`src/sv/lphs_pkg.sv`:
```
// Shared types and constants of the linear probing hash set.
package lphs_pkg;

    localparam int SLOTS      = 1024;
    localparam int OP_W       = 2;
    localparam int KEY_W      = 64;
    localparam int HASH_W     = 31;
    localparam int MARK_W     = 32;
    localparam int STATUS_W   = 2;
    localparam int SLOT_W     = $clog2(SLOTS);
    localparam int COUNT_W    = $clog2(SLOTS + 1);
    localparam int IN_DATA_W  = 96;
    localparam int OUT_DATA_W = 24;

    typedef enum logic [OP_W-1:0] {
        OP_ADD      = 2'd0,
        OP_REMOVE   = 2'd1,
        OP_CONTAINS = 2'd2,
        OP_CLEAR    = 2'd3
    } t_op;

    typedef enum logic [STATUS_W-1:0] {
        ST_OK     = 2'd0,
        ST_ABSENT = 2'd1,
        ST_FULL   = 2'd2
    } t_status;

    typedef enum logic [1:0] {
        SEL_ZERO,
        SEL_HIT,
        SEL_FREE
    } t_slot_sel;

    typedef enum logic [2:0] {
        S_INIT,
        S_IDLE,
        S_DECODE,
        S_MOD,
        S_FIRST,
        S_CHECK,
        S_CLEAR,
        S_POST
    } t_state;

    typedef struct packed {
        logic      load;
        logic      probe_start;
        logic      probe_step;
        logic      clr_step;
        logic      write_add;
        logic      write_remove;
        logic      count_clear;
        logic      set_result;
        t_status   res_status;
        t_slot_sel res_sel;
        logic      post;
    } t_cmd;

    typedef struct packed {
        t_op  op;
        logic hash_zero;
        logic hit;
        logic empty;
        logic probe_last;
        logic free_any;
        logic full;
        logic clr_last;
        logic out_free;
    } t_sts;

endpackage

```
`src/sv/lphs_ctrl.sv`:
```
// Controller state machine of the hash set: sequences sweeps, probes and results.
module lphs_ctrl (
    input  logic            i_clk,
    input  logic            i_rst_n,
    input  logic            i_s_tvalid,
    output logic            o_s_tready,
    input  lphs_pkg::t_sts  i_sts,
    output lphs_pkg::t_cmd  o_cmd
);

    lphs_pkg::t_state r_state;
    lphs_pkg::t_state n_state;

    always_ff @(posedge i_clk) begin
        if (!i_rst_n) begin
            r_state <= lphs_pkg::S_INIT;
        end else begin
            r_state <= n_state;
        end
    end

    always_comb begin
        n_state    = r_state;
        o_s_tready = 1'b0;
        o_cmd      = '0;
        o_cmd.res_status = lphs_pkg::ST_OK;
        o_cmd.res_sel    = lphs_pkg::SEL_ZERO;
        unique case (r_state)
            lphs_pkg::S_INIT: begin
                o_cmd.clr_step = 1'b1;
                if (i_sts.clr_last) begin
                    n_state = lphs_pkg::S_IDLE;
                end
            end
            lphs_pkg::S_IDLE: begin
                o_s_tready = 1'b1;
                if (i_s_tvalid) begin
                    o_cmd.load = 1'b1;
                    n_state    = lphs_pkg::S_DECODE;
                end
            end
            lphs_pkg::S_DECODE: begin
                priority if (i_sts.op == lphs_pkg::OP_CLEAR) begin
                    n_state = lphs_pkg::S_CLEAR;
                end else if (i_sts.hash_zero) begin
                    o_cmd.set_result = 1'b1;
                    o_cmd.res_status = lphs_pkg::ST_ABSENT;
                    n_state          = lphs_pkg::S_POST;
                end else begin
                    n_state = lphs_pkg::S_MOD;
                end
            end
            lphs_pkg::S_MOD: begin
                o_cmd.probe_start = 1'b1;
                n_state           = lphs_pkg::S_FIRST;
            end
            lphs_pkg::S_FIRST: begin
                n_state = lphs_pkg::S_CHECK;
            end
            lphs_pkg::S_CHECK: begin
                priority if (i_sts.hit) begin
                    o_cmd.set_result = 1'b1;
                    n_state          = lphs_pkg::S_POST;
                    unique case (i_sts.op)
                        lphs_pkg::OP_ADD: begin
                            o_cmd.res_status = lphs_pkg::ST_ABSENT;
                        end
                        lphs_pkg::OP_REMOVE: begin
                            o_cmd.write_remove = 1'b1;
                            o_cmd.res_sel      = lphs_pkg::SEL_HIT;
                        end
                        default: begin
                            o_cmd.res_sel = lphs_pkg::SEL_HIT;
                        end
                    endcase
                end else if (i_sts.empty || i_sts.probe_last) begin
                    o_cmd.set_result = 1'b1;
                    n_state          = lphs_pkg::S_POST;
                    priority if (i_sts.op != lphs_pkg::OP_ADD) begin
                        o_cmd.res_status = lphs_pkg::ST_ABSENT;
                    end else if (i_sts.full || !i_sts.free_any) begin
                        o_cmd.res_status = lphs_pkg::ST_FULL;
                    end else begin
                        o_cmd.write_add = 1'b1;
                        o_cmd.res_sel   = lphs_pkg::SEL_FREE;
                    end
                end else begin
                    o_cmd.probe_step = 1'b1;
                end
            end
            lphs_pkg::S_CLEAR: begin
                o_cmd.clr_step = 1'b1;
                if (i_sts.clr_last) begin
                    o_cmd.count_clear = 1'b1;
                    o_cmd.set_result  = 1'b1;
                    n_state           = lphs_pkg::S_POST;
                end
            end
            lphs_pkg::S_POST: begin
                if (i_sts.out_free) begin
                    o_cmd.post = 1'b1;
                    n_state    = lphs_pkg::S_IDLE;
                end
            end
            default: begin
                n_state = lphs_pkg::S_INIT;
            end
        endcase
    end

endmodule

```
`config.mk`:
```
export PLATFORM = sky130hd
export DESIGN_NAME = lphs_ctrl
export DESIGN_NICKNAME = d
export VERILOG_FILES = /design/src/sv/lphs_pkg.sv /design/src/sv/lphs_ctrl.sv
export SDC_FILE = /design/constraint.sdc
export NUM_CORES = 1
export LEC_CHECK = 0
export ABC_AREA = 1
export BUFFER_PORTS_ARGS = -buffer_cell sky130_fd_sc_hd__buf_2
export CAP_MARGIN = 40
export CELL_PAD_IN_SITES_DETAIL_PLACEMENT = 0
export CELL_PAD_IN_SITES_GLOBAL_PLACEMENT = 1
export CORE_MARGIN = 2
export CORE_UTILIZATION = 29
export DETAILED_ROUTE_END_ITERATION = 10
export HOLD_SLACK_MARGIN = 0.15
export PLACE_DENSITY = 0.81
export SLEW_MARGIN = 20
export SYNTH_ARGS = -nofsm -noshare
export SYNTH_HDL_FRONTEND = slang
export SYNTH_SLANG_ARGS = --single-unit
```
`constraint.sdc`:
```
create_clock -name i_clk -period 3.5 [get_ports i_clk]
set_input_delay 0.175 -clock i_clk [delete_from_list [all_inputs] [get_ports i_clk]]
set_output_delay 0.175 -clock i_clk [all_outputs]
set_load 0.1 [all_outputs]
```
==> results_dict.tcl <==
set metrics [dict create \
    run_status "finished clean" \
    cts.repair_timing.setup_buffer_count 0 \
    seq_area_frac_synth 0.120 \
    tritoncts_buffer_count 3 \
    antenna-diode-count 0 \
    hold-worst-slack_ps 183 \
    drtPass1Iterations 4 \
    detail-route-antenna-nets 0 \
    synth.yosys.warnings 0 \
    fmax_mhz 500 \
    power_density_nw_per_um2 973 \
    layout-area-overhead-vs-synth_pct 32.6 \
    synth_cells 83 \
    leakage_nw 0.426 \
    clock_transition_at_the_registers_of_the_reported_paths_ps 40 \
    timing.critical_path.required_ps 3320 \
    ioPinCount 27 \
    synth_cell_types 20 \
    timing.critical_path.cells "inv_1 > ha_1 > nand2_4 > inv_1 > nand2_1 > o31ai_1 > buf_2" \
    layoutNonFillerInstCount 127 \
    syn_area_um2 499 \
    grt_start_max_net_pins 9 \
    floorplan.die.height_um 45.5 \
    final_core_utilization 0.425 \
    postCtsResizedCells 0 \
    hold_path.class "input pin to flip-flop" \
    post_route_clock_skew_ps 6.27 \
    setup_tns_ps 0 \
    clockBufferDepth 2 \
    drv_cap 0 \
    worst_setup_path_start_kind "flip-flop" \
    min_period_ps 2000 \
    netlist_top_cells_area "nand2_1, dfxtp_1, inv_1" \
    rows 14 \
    buffer_ports.inserted 26 \
    dp_cells 123 \
    dp_worst_setup_slack_ps 1750 \
    max_stage_delay_ps 460 \
    worstSkewPairLatency_ps 240 \
    die_area_um2 2070 \
    sequential_cell_area_in_the_final_layout_um2 60.1 \
    internal_power_mw 0.213 \
    worst_ir_drop_vdd_uv 330 \
    synth.largest_area_cell "nand2_1" \
    final.fill_count 170 \
    cp_common_cell "inv_1" \
    worstSetupEndpointType "output port" \
    hold_viol_final 0 \
    tritoncts "done" \
    power.switching_mw 0.431 \
    via_count 584 \
    report.final.slew_viol_count 0 \
    groute.usage.overall 0.132 \
    crit_arrival_ps 1820 \
    start_util 0.320 \
    chipWidth_um 45.5 \
    grt_setup_unrepaired "false" \
    netSwitchingFraction 0.670 \
    critPathKind "flip-flop to output port" \
    crit_fanout 6 \
    finalInstanceArea_um2 662 \
    finish.net_count 129 \
    ys_ff_latch 3 \
    syn_nets 100 \
    clkPwrFrac 0.098 \
    viasPerCell 4.60 \
    share_comb_of_total_power 0.784 \
    dpl.hpwl_um 986 \
    area_occupied_by_multi_input_gates_um2 363 \
    avgSynthCellArea_um2 6.01 \
    antenna_violations_before_repair 0 \
    cts_root_buf "clkbuf_4" \
    final_gp_congestion 0.702 \
    clock_sinks 3 \
    total_power_mw 0.644 \
    tightestPinTransition_ps 489 \
    postRouteWirelength_mm 1.11 \
    post_route_cells_drive_above_1_share 0.387 \
    critPathSlowestCell "buf_2" \
    share_seq_of_total_power 0.118 \
    setup_viol_count_final 0 \
    netlist.area_leader.share 0.135 \
    finalCritPeriodShare 0.571 \
    wl_per_cell_um 8.75 \
    vias_in_the_first_global_route 507 \
    cts-htree-levels 1 \
    grt_first_pass_wirelength_mm 2.02 \
    max_slew_margin 0.676 \
    setup_ws_ps 1500 \
    coreArea_um2 1560 \
    initialDrtViolationCount 4 \
    top_register "r_state" \
    reg.largest.list "r_state x3" \
    cts-hold-fix-buffers 0 \
    dpl_cell_area_um2 636 \
    drc 0 \
    grt_overflow_total 0 \
    flip_flop_count_of_the_largest_register_all_copies_and_words_added 3 \
]
[layout by cell type (no fill, tap or decap), drive strengths merged]
| cell type | count |
|---|---|
| a21oi | 2 |
| buf | 26 |
| clkbuf | 4 |
| dfxtp | 3 |
| ha | 4 |
| inv | 16 |
| nand2 | 24 |
| nand3 | 10 |
| nand3b | 1 |
| nor2 | 15 |
| nor3 | 4 |
| o21ai | 1 |
| o31ai | 1 |
[metal layers]
metal	track usage	vias to the layer above	wire length, µm
li1	-	314	-
met1	0.157	247	486
met2	0.231	21	545
met3	0.0238	2	66
met4	0.0529	0	13
met5	0	-	0
[power by group through the flow]
| stage | Combinational, mW | Clock (mW) | Sequential, mW |
|---|---|---|---|
| after floorplan | 0.459 | 0 | 0.0605 |
| after global placement | 0.507 | 0 | 0.0751 |
| after detailed placement | 0.511 | 0 | 0.0759 |
| after CTS | 0.512 | 0.0647 | 0.0753 |
| after global routing | 0.551 | 0.0681 | 0.0792 |
| final | 0.505 | 0.0634 | 0.0758 |
[cells in the mapped netlist]
library cell	number
nand3b_1	1
nand3_1	8
nor2_2	2
nand2_4	4
inv_1	15
nor2_1	12
nor2_4	1
a21oi_2	1
o31ai_1	1
nor3_1	4
nand3_2	2
o21ai_0	1
nand2_2	2
ha_1	4
a21oi_1	1
nand2_1	18
buf_4	1
buf_6	1
dfxtp_1	3
inv_4	1
[layout make-up]
| class | count | area share |
|---|---|---|
| clock buffers | 4 | 0.0397 |
| multi-input cells | 62 | 0.548 |
| repair buffers | 26 | 0.197 |
| well taps | 16 | 0.0302 |
| inverters | 16 | 0.0945 |
| flip-flops and latches | 3 | 0.0907 |
[final timing paths]
| kind | startpoint | to | slack [ps] | depth (start not counted) |
|---|---|---|---|---|
| worst min-delay path | i_rst_n | r_state[0]$_SDFFE_PN0P_ | 180 | 3 |
| worst max-delay path | r_state[1]$_SDFFE_PN0P_ | o_cmd[3] | 1500 | 7 |
| worst min register to register | r_state[1]$_SDFFE_PN0P_ | r_state[1]$_SDFFE_PN0P_ | 500 | 2 |
| worst max register to register | r_state[1]$_SDFFE_PN0P_ | r_state[2]$_SDFFE_PN0P_ | 2140 | 8 |
[cell families after synthesis]
logic type / after synthesis / synth area share
AOI/OAI and AO/OA: 4 / 0.0526
adders and majority gates: 4 / 0.100
buffers and inverters: 18 / 0.163
DFF: 3 / 0.120
and+or+nand+nor: 54 / 0.564
[critical path, delay by kind of cell, from the launching register on]
family	cells	cell delay (ps)
adder cells (fa/ha/maj)	1	250
flip-flops	1	330
AND/OR/NAND/NOR	2	170
AO/OA/AOI/OAI	1	190
buffers and inverters	3	640
Power figures use the tool's default switching activity.
